`config.mk`:
```
export PLATFORM = sky130hd
export DESIGN_NAME = ftlfu_cell
export DESIGN_NICKNAME = d
export VERILOG_FILES = /design/src/rtl/ftlfu_pkg.sv /design/src/rtl/ftlfu_cell.sv
export SDC_FILE = /design/constraint.sdc
export NUM_CORES = 1
export LEC_CHECK = 0
export ABC_CLOCK_PERIOD_IN_PS = 7400
export BUFFER_PORTS_ARGS = -buffer_cell sky130_fd_sc_hd__buf_2
export CAP_MARGIN = 30
export CORE_AREA = 2 2 112 114
export DETAILED_ROUTE_END_ITERATION = 12
export DIE_AREA = 0 0 114 116
export PLACE_DENSITY = 0.74
export SLEW_MARGIN = 20
export SYNTH_ARGS = -nofsm -noshare
export SYNTH_HDL_FRONTEND = slang
export SYNTH_SLANG_ARGS = --single-unit
export TNS_END_PERCENT = 100
```
`constraint.sdc`:
```
create_clock -name clk -period 7.4 [get_ports clk]
set_input_delay 0.74 -clock clk [delete_from_list [all_inputs] [get_ports clk]]
set_output_delay 0.74 -clock clk [all_outputs]
set_load 0.01 [all_outputs]
```
`src/rtl/ftlfu_pkg.sv`:
```
// Package: payload structs, scan packet, write command and constants of the LFU table.
`default_nettype none
package ftlfu_pkg;

  localparam int CODE_W  = 21;
  localparam int WORD_W  = 16;
  localparam int SLOT_W  = 6;
  // widest entry index over the supported table sizes (up to 256 entries)
  localparam int IDX_MAX_W = 8;

  localparam logic [CODE_W-1:0] RANGE_LOW_RST  = 21'h004E00;
  localparam logic [CODE_W-1:0] RANGE_HIGH_RST = 21'h009FAF;
  localparam logic [WORD_W-1:0] SCORE_MAX      = 16'hFFFF;

  localparam logic OP_LEARN = 1'b0;
  localparam logic OP_QUERY = 1'b1;

  localparam logic CFG_RANGE_LOW  = 1'b0;
  localparam logic CFG_RANGE_HIGH = 1'b1;

  typedef struct packed {
    logic              opcode;
    logic [CODE_W-1:0] codepoint;
  } in_item_t;

  typedef struct packed {
    logic              accepted;
    logic              hit;
    logic [WORD_W-1:0] score;
    logic [SLOT_W-1:0] slot;
    logic [WORD_W-1:0] stamp;
  } out_item_t;

  // search packet that walks the cell row, one cell per cycle
  typedef struct packed {
    logic                 vld;
    logic                 opcode;
    logic [CODE_W-1:0]    code;
    logic                 hit;
    logic [IDX_MAX_W-1:0] hit_idx;
    logic [WORD_W-1:0]    hit_score;
    logic [WORD_W-1:0]    hit_stamp;
    logic                 empty;
    logic [IDX_MAX_W-1:0] empty_idx;
    logic [IDX_MAX_W-1:0] worst_idx;
    logic [WORD_W-1:0]    worst_score;
    logic [WORD_W-1:0]    worst_stamp;
  } scan_pkt_t;

  // entry update broadcast to the row
  typedef struct packed {
    logic                 en;
    logic [IDX_MAX_W-1:0] idx;
    logic [CODE_W-1:0]    code;
    logic [WORD_W-1:0]    score;
    logic [WORD_W-1:0]    stamp;
  } wr_cmd_t;

endpackage
`default_nettype wire

```
`src/rtl/ftlfu_cell.sv`:
```
// One table entry: holds the entry and updates the passing search packet.
`default_nettype none
module ftlfu_cell #(
  parameter int CELL_IDX = 0
) (
  input  wire                       clk,
  input  wire                       rst_n,
  input  wire ftlfu_pkg::scan_pkt_t pkt_in,
  input  wire ftlfu_pkg::wr_cmd_t   wr,
  output ftlfu_pkg::scan_pkt_t      pkt_out
);

  localparam logic [ftlfu_pkg::IDX_MAX_W-1:0] MY_IDX = ftlfu_pkg::IDX_MAX_W'(CELL_IDX);

  logic                         valid_r;
  logic [ftlfu_pkg::CODE_W-1:0] code_r;
  logic [ftlfu_pkg::WORD_W-1:0] score_r;
  logic [ftlfu_pkg::WORD_W-1:0] stamp_r;
  ftlfu_pkg::scan_pkt_t         pkt_r;
  ftlfu_pkg::scan_pkt_t         pkt_nxt;
  logic                         lower;

  always_comb begin
    lower = (score_r < pkt_in.worst_score) ||
            ((score_r == pkt_in.worst_score) && (stamp_r < pkt_in.worst_stamp));
    pkt_nxt = pkt_in;
    if (valid_r && !pkt_in.hit && (code_r == pkt_in.code)) begin
      pkt_nxt.hit       = 1'b1;
      pkt_nxt.hit_idx   = MY_IDX;
      pkt_nxt.hit_score = score_r;
      pkt_nxt.hit_stamp = stamp_r;
    end
    if (!valid_r && !pkt_in.empty) begin
      pkt_nxt.empty     = 1'b1;
      pkt_nxt.empty_idx = MY_IDX;
    end
    // first cell seeds the victim; later ones replace only on strictly lower
    if ((CELL_IDX == 0) || lower) begin
      pkt_nxt.worst_idx   = MY_IDX;
      pkt_nxt.worst_score = score_r;
      pkt_nxt.worst_stamp = stamp_r;
    end
  end

  always_ff @(posedge clk) begin
    if (!rst_n) begin
      pkt_r.vld <= 1'b0;
    end else begin
      pkt_r.vld <= pkt_in.vld;
    end
    pkt_r.opcode      <= pkt_nxt.opcode;
    pkt_r.code        <= pkt_nxt.code;
    pkt_r.hit         <= pkt_nxt.hit;
    pkt_r.hit_idx     <= pkt_nxt.hit_idx;
    pkt_r.hit_score   <= pkt_nxt.hit_score;
    pkt_r.hit_stamp   <= pkt_nxt.hit_stamp;
    pkt_r.empty       <= pkt_nxt.empty;
    pkt_r.empty_idx   <= pkt_nxt.empty_idx;
    pkt_r.worst_idx   <= pkt_nxt.worst_idx;
    pkt_r.worst_score <= pkt_nxt.worst_score;
    pkt_r.worst_stamp <= pkt_nxt.worst_stamp;
  end

  always_ff @(posedge clk) begin
    if (!rst_n) begin
      valid_r <= 1'b0;
    end else if (wr.en && (wr.idx == MY_IDX)) begin
      valid_r <= 1'b1;
    end
    if (wr.en && (wr.idx == MY_IDX)) begin
      code_r  <= wr.code;
      score_r <= wr.score;
      stamp_r <= wr.stamp;
    end
  end

  assign pkt_out = pkt_r;

endmodule
`default_nettype wire

```
=== Yosys cells after proc, flatten, opt, wreduce, memory -nomap -nowiden ===
Cells that the tools add are included.

* Input port bits: 177
* Logic and storage cells: 25
* Output and inout port bits: 113
* Register bits after elaboration: 159

* Equal/unequal tests: 1
* Reductions and logical operators: 8
* Multiplexer cells: 1

{| class="wikitable"
|+ Operators by type and width
! operator !! count
|-
| $mux 32 || 1
|-
| $eq 21x21->1 || 1
|-
| $logic_not 8->1 || 1
|-
| $logic_and 1x1->1 || 4
|-
| $logic_not 1->1 || 3
|}

=== Depth between registers and ports, before layout ===
Gate-level depths: netlist of the first run.

* Depth after elaboration: 4
* Mapped depth: 6
* Gate-level depth less buffers: 5

=== Worst setup path before layout of the first run ===
No wires, ideal clock.

* Path kind: input-to-reg
* Start: input wr[55] (netlist bit)
* End: register code_r[0] (netlist bit) (enable)
* Arrival time: 6.194 ns
* Required time: 6.796 ns
* Slack: 0.601 ns
* Library setup time: 0.604 ns
* Cell stages on the path: 3
* Path buffers: 0
* Cells stage by stage: nor4_1 > nand3b_1 > nor4_1

* Word-level cells in the longest chain between the ends: 2

{| class="wikitable"
|+ RTL lines
! element !! line !! RTL
|-
| start: declaration || ftlfu_cell.sv:9 || <nowiki>input wire ftlfu_pkg::wr_cmd_t wr,</nowiki>
|-
| $logic_not 8->1 || ftlfu_cell.sv:70 || <nowiki>if (wr.en && (wr.idx == MY_IDX)) begin</nowiki>
|-
| $logic_and 1x1->1 || ftlfu_cell.sv:70 ||
|-
| end signal: assignment || ftlfu_cell.sv:71 || <nowiki>code_r <= wr.code;</nowiki>
|-
| end: declaration || ftlfu_cell.sv:16 || <nowiki>logic [ftlfu_pkg::CODE_W-1:0] code_r;</nowiki>
|}

Every way passes these cells.
A chain may end at the register's enable or synchronous reset.

==> metrics.yaml, run 1 <==
outcome:
  status: "finished, final reports clean"
critical_path:
  crit_type: "primary input to flip-flop"
  critPathLaunchType: "primary input"
  r2r_cells: 6
  cp-endpoint: "pkt_out[67]"
  path_cells: "buf_2 -> xnor2_1 -> nand4_1 -> nor4_1 -> nand3_2 -> buf_4 -> mux2_4"
  worst_path_largest_cell_delay_ns: 0.59
  cp_num_buf_inv: 2
  cp-end-kind: "flip-flop"
  path_delay_family: "simple AND/OR/NAND/NOR gates"
  path_depth: 7
  reg2reg_to: "pkt_out[67]"
  cp.required_ns: 7.70
  crit_path_max_fanout: 21
  arrival_ns: 3.07
  reg2reg_from: "code_r[16]"
  cpMaxStageDelayCell: "nand3_2"
  r2r_setup_slack_ns: 4.69
  critPathLaunch: "pkt_in[106]"
grt:
  antenna_found_initial: 3
  grt_first_pass_wirelength_mm: 14.06
  grt_max_degree: 30
  grt_usage: 0.1459
  grt_pass1_vias: 2951
  grt_overflow_total: 0
synthesis:
  synthTopCellsByArea: "dfxtp_1, edfxtp_1, mux2_4"
  netlist_area_um2: 4677
  synth-edff-count: 53
  ys_ff_latch: 159
  synthCells: 257
  syn_avg_cell_area_um2: 18.20
  ys_seq_area_frac: 0.7940
  ys.flop_type: "dfxtp_1"
  synth_top_area_share: 0.4537
  synth_top_cell_by_area: "dfxtp_1"
  synthDistinctLibCells: 19
  yosys_warnings: 0
  async_reset_ff_frac: 0
timing:
  max_slew_margin: 0.6088
  fmax_mhz: 361.6
  drv_slew: 0
  rsz0062_at_grt: "no"
  hold_viol_final: 0
  tns_ns: 0
  tightest_slew_ns: 0.5862
  finalClockSkew_ns: 0.009893
  setup_violations: 0
  min_period_ns: 2.765
  fin_crit_sh: 0.3737
die:
  die_w_um: 114
  pin_count: 290
  die_h_um: 116
  die_area_um2: 13220
  start_util: 0.3926
  rows: 40
  core_area_um2: 11910
job:
  drv_cap: 0
finish:
  nets: 692
  final_cells: 677
  area_growth_pct: 42.56
  post_route_cells_drive_above_1_share: 0.5871
clock_network:
  cts.reportedPaths.clkPinSlew_ns: 0.06
  root_buffer: "clkbuf_16"
  clock_sinks: 159
  post_cts_resized: 0
  clock_latency_ns: 0.41
  numCtsBuffers: 17
  htree_levels: 4
  cts_tree: "yes"
  cts_hold_buf: 0
  clk_path_buf_depth: 2
  post_cts_buffers: 0
power:
  irDropWorstVdd_mv: 0.1519
  p_leak_nw: 3.094
  power.density_nw_per_um2: 285.8
drt:
  routed_wl_mm: 9.501
  vias: 2886
  dr.pass1.iters: 4
  wl_per_cell_um: 14.03
  final_antenna_net_count: 0
  viasPerCell: 4.263
  drtIter0Drc: 128
  drcViolationCount: 0
min_path:
  hold_path_class: "flip-flop to flip-flop"
  hold_depth: 0
place:
  dp_cells: 643
  portBuffers: 241
  routabilityCongestion: 0.7047
  dp_hpwl_mm: 7.295
==> through the flow <==
| step | instance area [µm²] | util | hold WS, ns | total power [mW] | setup slack, ns |
|---|---|---|---|---|---|
| 5_1_grt | 6668 | 0.5598 | 0.3757 | 1.977 | 4.404 |
| 3_3_place_gp | 6028 | 0.5061 | 0.3465 | 1.041 | 4.226 |
| 4_1_cts | 6663 | 0.5593 | 0.3653 | 1.932 | 4.590 |
| 6_report | 6668 | 0.5598 | 0.3677 | 1.905 | 4.635 |
| 2_1_floorplan | 4703 | - | 0.3441 | 0.9851 | 0.6015 |
| 3_5_place_dp | 6028 | 0.5061 | 0.3554 | 1.044 | 4.148 |
==> cell families (layout without fill, tap and decap cells) <==
| family | Yosys count | in the layout | share of synthesized area |
|---|---|---|---|
| DFF | 159 | 159 | 0.7940 |
| and+or+nand+nor | 31 | 31 | 0.04120 |
| xor gates and xnor gates | 21 | 21 | 0.03933 |
| AOI/OAI and AO/OA | 1 | 1 | 0.001606 |
| buffers and inverters | 12 | 276 | 0.02113 |
| muxes | 32 | 32 | 0.1019 |
| other | 1 | 10 | 0.0008018 |
==> cell usage after synthesis, drive strengths merged, types with 2 or more instances <==
library cell	number
and2	9
buf	12
dfxtp	106
edfxtp	53
mux2	32
nand2b	2
nand3b	2
nand4	3
nor2b	8
nor4	5
xnor2	13
xor2	8
==> cell usage in the layout (no fill, tap or decap) <==
cell type,count
nor4_1,4
clkbuf_8,2
clkinvlp_4,2
mux2_4,31
inv_6,1
buf_2,241
clkinv_2,1
nand3_2,1
dfxtp_1,106
nand3b_1,2
inv_4,3
and2_1,9
nand2b_1,2
nor2b_1,8
conb_1,8
clkinv_4,1
mux2_2,1
buf_4,3
xnor2_1,13
xor2_1,8
nor4_2,1
clkbuf_16,22
nor2_1,1
nand4_1,3
diode_2,2
edfxtp_1,53
o21a_1,1
==> sequential cells by signal, summed over array words and instances, names as in the netlist <==
name	cells
valid_r	1
stamp_r	16
score_r	16
pkt_out	105
code_r	21
==> report_power, final <==
group	total [mW]	internal (mW)	switching [mW]	leakage, nW
combinational	0.0956	0.0560	0.0396	1.41
clock	0.882	0.550	0.332	0.312
sequential	0.928	0.923	0.00502	1.37
==> cell type report <==
cell class | instances | area (µm²)
sequential | 159 | 3714
tap | 147 | 183.9
multi-input combinational | 93 | 902.1
clock buffer | 24 | 578.1
timing repair buffer | 244 | 1229
clock inverter | 8 | 56.30
fill | 971 | 5244
antenna | 2 | 5.005
==> per-layer routing <==
metal / up-vias / global-route usage / wire (µm)
met5: - / 0 / 16
met3: 13 / 0.05910 / 826
met1: 1328 / 0.1555 / 3614
met4: 2 / 0.08211 / 128
met2: 151 / 0.2472 / 4915
li1: 1392 / - / -
==> worst register-to-register path, cell delays in order, from the launching register on <==
cell      delay (ns)
edfxtp_1        0.38
xnor2_1         0.16
nand4_1         0.11
nor4_1          0.50
nand3_2         0.59
buf_4           0.49
mux2_4          0.37
==> how the worst min path moves through the flow <==
stage,slack (ns),start,end
floorplan,0.34,score_r[15],pkt_out[31]
global placement,0.35,score_r[15],pkt_out[31]
detailed placement,0.36,stamp_r[9],pkt_out[9]
CTS,0.37,stamp_r[9],pkt_out[9]
global route,0.38,stamp_r[9],pkt_out[9]
finish,0.37,score_r[3],pkt_out[19]
(Power assumes the default switching activity.)
==> inputs of run 2 (changes only) <==
Settings changed: ABC_AREA from default to 1, ABC_CLOCK_PERIOD_IN_PS 7400 to 2500, CORE_AREA 2 2 112 114 to default, CORE_ASPECT_RATIO from default to 0.9, CORE_UTILIZATION from default to 39, DIE_AREA 0 0 114 116 to default, PLACE_DENSITY 0.74 to 0.76.
Clock period 7.4 ns to 2.5 ns, I/O delays scaled along.
==> metrics.yaml, run 2 <==
die:
  rows: 38  # -5.0%
  die_w_um: 120.7  # +5.9%
  pin_count: 290  # unchanged
  die_area_um2: 13140  # -0.66%
  core_area_um2: 12220  # +2.6%
  start_util: 0.4048  # +0.01212
  die_h_um: 108.8  # -6.2%
critical_path:
  worst_path_largest_cell_delay_ns: 0.55  # -0.04 ns
  cp_num_buf_inv: 2  # unchanged
  critPathLaunchType: "primary input"
  crit_type: "primary input to flip-flop"
  cp.required_ns: 2.80  # -4.90 ns
  arrival_ns: 2.61  # -0.46 ns
  path_cells: "dlygate4sd3_1 -> buf_2 -> xor2_1 -> nor2_1 -> nand2_1 -> nor2_4 -> nand3_4 -> nand2_1 -> nand2_1"
  r2r_cells: 7  # +1
  cp-end-kind: "flip-flop"
  path_depth: 9  # +2
  r2r_setup_slack_ns: 0.31  # -4.38 ns
  path_delay_family: "simple AND/OR/NAND/NOR gates"
  cpMaxStageDelayCell: "dlygate4sd3_1"
  crit_path_max_fanout: 41  # +95%
  crit_top_cell: "nand2_1"
synthesis:
  synth-edff-count: 53  # unchanged
  yosys_warnings: 0  # unchanged
  netlist_area_um2: 4946  # +5.8%
  yosys-top-cells-count: "nand2_1, dfxtp_1, edfxtp_1"
  ys.flop_type: "dfxtp_1"
  syn_avg_cell_area_um2: 11.50  # -37%
  async_reset_ff_frac: 0  # unchanged
  synthDistinctLibCells: 20  # +1
  synthCells: 430  # +67%
  synth_top_cell_by_area: "dfxtp_1"
  yosysMostFrequentCell: "nand2_1"
  ys_seq_area_frac: 0.7508  # -0.04319
  ys_ff_latch: 159  # unchanged
  synthTopCellsByArea: "dfxtp_1, edfxtp_1, nand2_1"
  synth_top_area_share: 0.4290  # -0.02468
grt:
  grt_pass1_vias: 4307  # +46%
  use_met2: 0.3892  # +0.1419
  grt_first_pass_wirelength_mm: 20.29  # +44%
  grt_usage: 0.2078  # +0.06191
  grt_max_degree: 54  # +80%
  grt_overflow_total: 0  # unchanged
  met1_usage: 0.2072  # +0.05174
  grt.busiest_layer: "met2"
  use_met3: 0.06067  # +0.001569
  antenna_found_initial: 0  # -3
finish:
  final_cell_mix: "buf_2, nand2_1, dfxtp_1"
  final_util: 0.6232  # +0.06341
  fillers: 945  # -2.7%
  antenna_cells: 0  # -2
  post_route_cells_drive_above_1_share: 0.3815  # -0.2056
  area_growth_pct: 53.96
  nets: 932  # +35%
  fin_area_um2: 7615  # +14%
  layout_commonest_cell: "buf_2"
  final_cells: 928  # +37%
  largest_reg_flops: 105  # unchanged
drt:
  wl_per_cell_um: 14.20  # +1.2%
  vias: 4118  # +43%
  drcViolationCount: 0  # unchanged
  viasPerCell: 4.438  # +4.1%
  final_antenna_net_count: 0  # unchanged
  dr.pass1.iters: 4  # unchanged
  drtIter0Drc: 228  # +78%
  routed_wl_mm: 13.17  # +39%
clock_network:
  cts_tree: "yes"
  clk_path_buf_depth: 2  # unchanged
  clock_latency_ns: 0.42  # about the same
  post_cts_buffers: 0  # unchanged
  htree_levels: 4  # unchanged
  numCtsBuffers: 17  # unchanged
  root_buffer: "clkbuf_16"
  cts.reportedPaths.clkPinSlew_ns: 0.06  # about the same
  clock_sinks: 159  # unchanged
min_path:
  hold_depth: 3  # +3
  hold_path_class: "primary input to flip-flop"
timing:
  finalClockSkew_ns: 0.008027  # -0.001866 ns
  min_period_ns: 2.304
  tightest_slew_ns: 0.5014  # -0.08479 ns
  setup_violations: 0  # unchanged
  fmax_mhz: 434.0
  fin_crit_sh: 0.9217
  rsz0062_at_grt: "no"
  drv_slew: 0  # unchanged
  tns_ns: 0  # unchanged
  max_slew_margin: 0.6649  # +0.05619
  hold_viol_final: 0  # unchanged
job:
  drv_cap: 0  # unchanged
place:
  routabilityCongestion: 0.7548  # +7.1%
  dp_cells: 822  # +28%
  portBuffers: 241  # unchanged
  placed_cell_area_um2: 6279  # +4.2%
  dp_hpwl_mm: 8.541  # +17%
power:
  irDropWorstVdd_mv: 0.6629  # +340%
  p_leak_nw: 3.734  # +21%
  power.density_nw_per_um2: 748.5  # +160%
outcome:
  status: "finished, final reports clean"
-- run 2: cell count changes in the layout (fill, tap and decap cells not counted), sizes merged, moves of 29 or more --
cell,previous run,this run
nor2,1,34
nand4,3,32
nand2,0,120
mux2,32,0
inv,4,50
dlygate4sd3,0,74
-- run 2: cell type report --
class,instances,area [µm²],share of cell area
timing repair buffer,320,1997,0.2622
tap,160,200.2,0.02629
clock buffer,24,493.0,0.06474
sequential,159,3714,0.4877
multi-input combinational,208,924.6,0.1214
clock inverter,8,102.6,0.01347
inverter,49,183.9,0.02415
-- run 2: cell families (layout without fill, tap and decap cells) --
kind of cell	after synthesis	after routing	share of synthesized area
buffers and inverters	70	401	0.06754
xor gates and xnor gates	1	1	0.001771
other	1	8	0.0007582
and+or+nand+nor	194	194	0.1735
AOI/OAI and AO/OA	5	5	0.005566
DFF	159	159	0.7508
-- run 2: per-layer routing --
metal	vias up	wire length (µm)
met5	-	0
met4	0	391
met3	36	746
met2	160	7072
met1	1917	4963
li1	2005	-
-- run 2: path summary, 6_finish.rpt --
check | endpoint | from
worst max register to register | pkt_out[61] | code_r[3]
worst min-delay path | pkt_out[64] | pkt_in[64]
worst min register to register | pkt_out[8] | stamp_r[8]
worst max-delay path | pkt_out[61] | pkt_in[93]
-- run 2: per-stage QoR --
step / hold WS [ns] / setup WS, ns / total power, mW
4_1_cts: 0.00001416 / 0.1882 / 5.727
5_1_grt: 0.003939 / 0.03890 / 5.881
3_3_place_gp: 0.3495 / 0.4539 / 3.081
6_report: 0.01672 / 0.1959 / 5.700
3_5_place_dp: 0.3547 / 0.3257 / 3.094
2_1_floorplan: 0.2777 / 0.4433 / 2.913
-- run 2: repair_timing --
item / 4_1_cts / 5_1_grt
resized for setup: 0 / 0
hold endpoints to repair: 74 / 0
hold buffers: 74 / 0
setup endpoints to repair: 0 / 1
-- run 2: tightest hold or removal path, stage by stage --
cell and delay (ns):
buf_2 0.08, nand2_1 0.04, nand2_1 0.04
-- run 2: report_power, final --
| group | leakage (nW) | internal, mW | switching (mW) | total (mW) |
|---|---|---|---|---|
| registers | 1.37 | 2.73 | 0.0169 | 2.75 |
| clock network | 0.286 | 1.58 | 0.979 | 2.56 |
| logic | 2.08 | 0.218 | 0.169 | 0.387 |
| total | 3.73 | 4.53 | 1.17 | 5.70 |
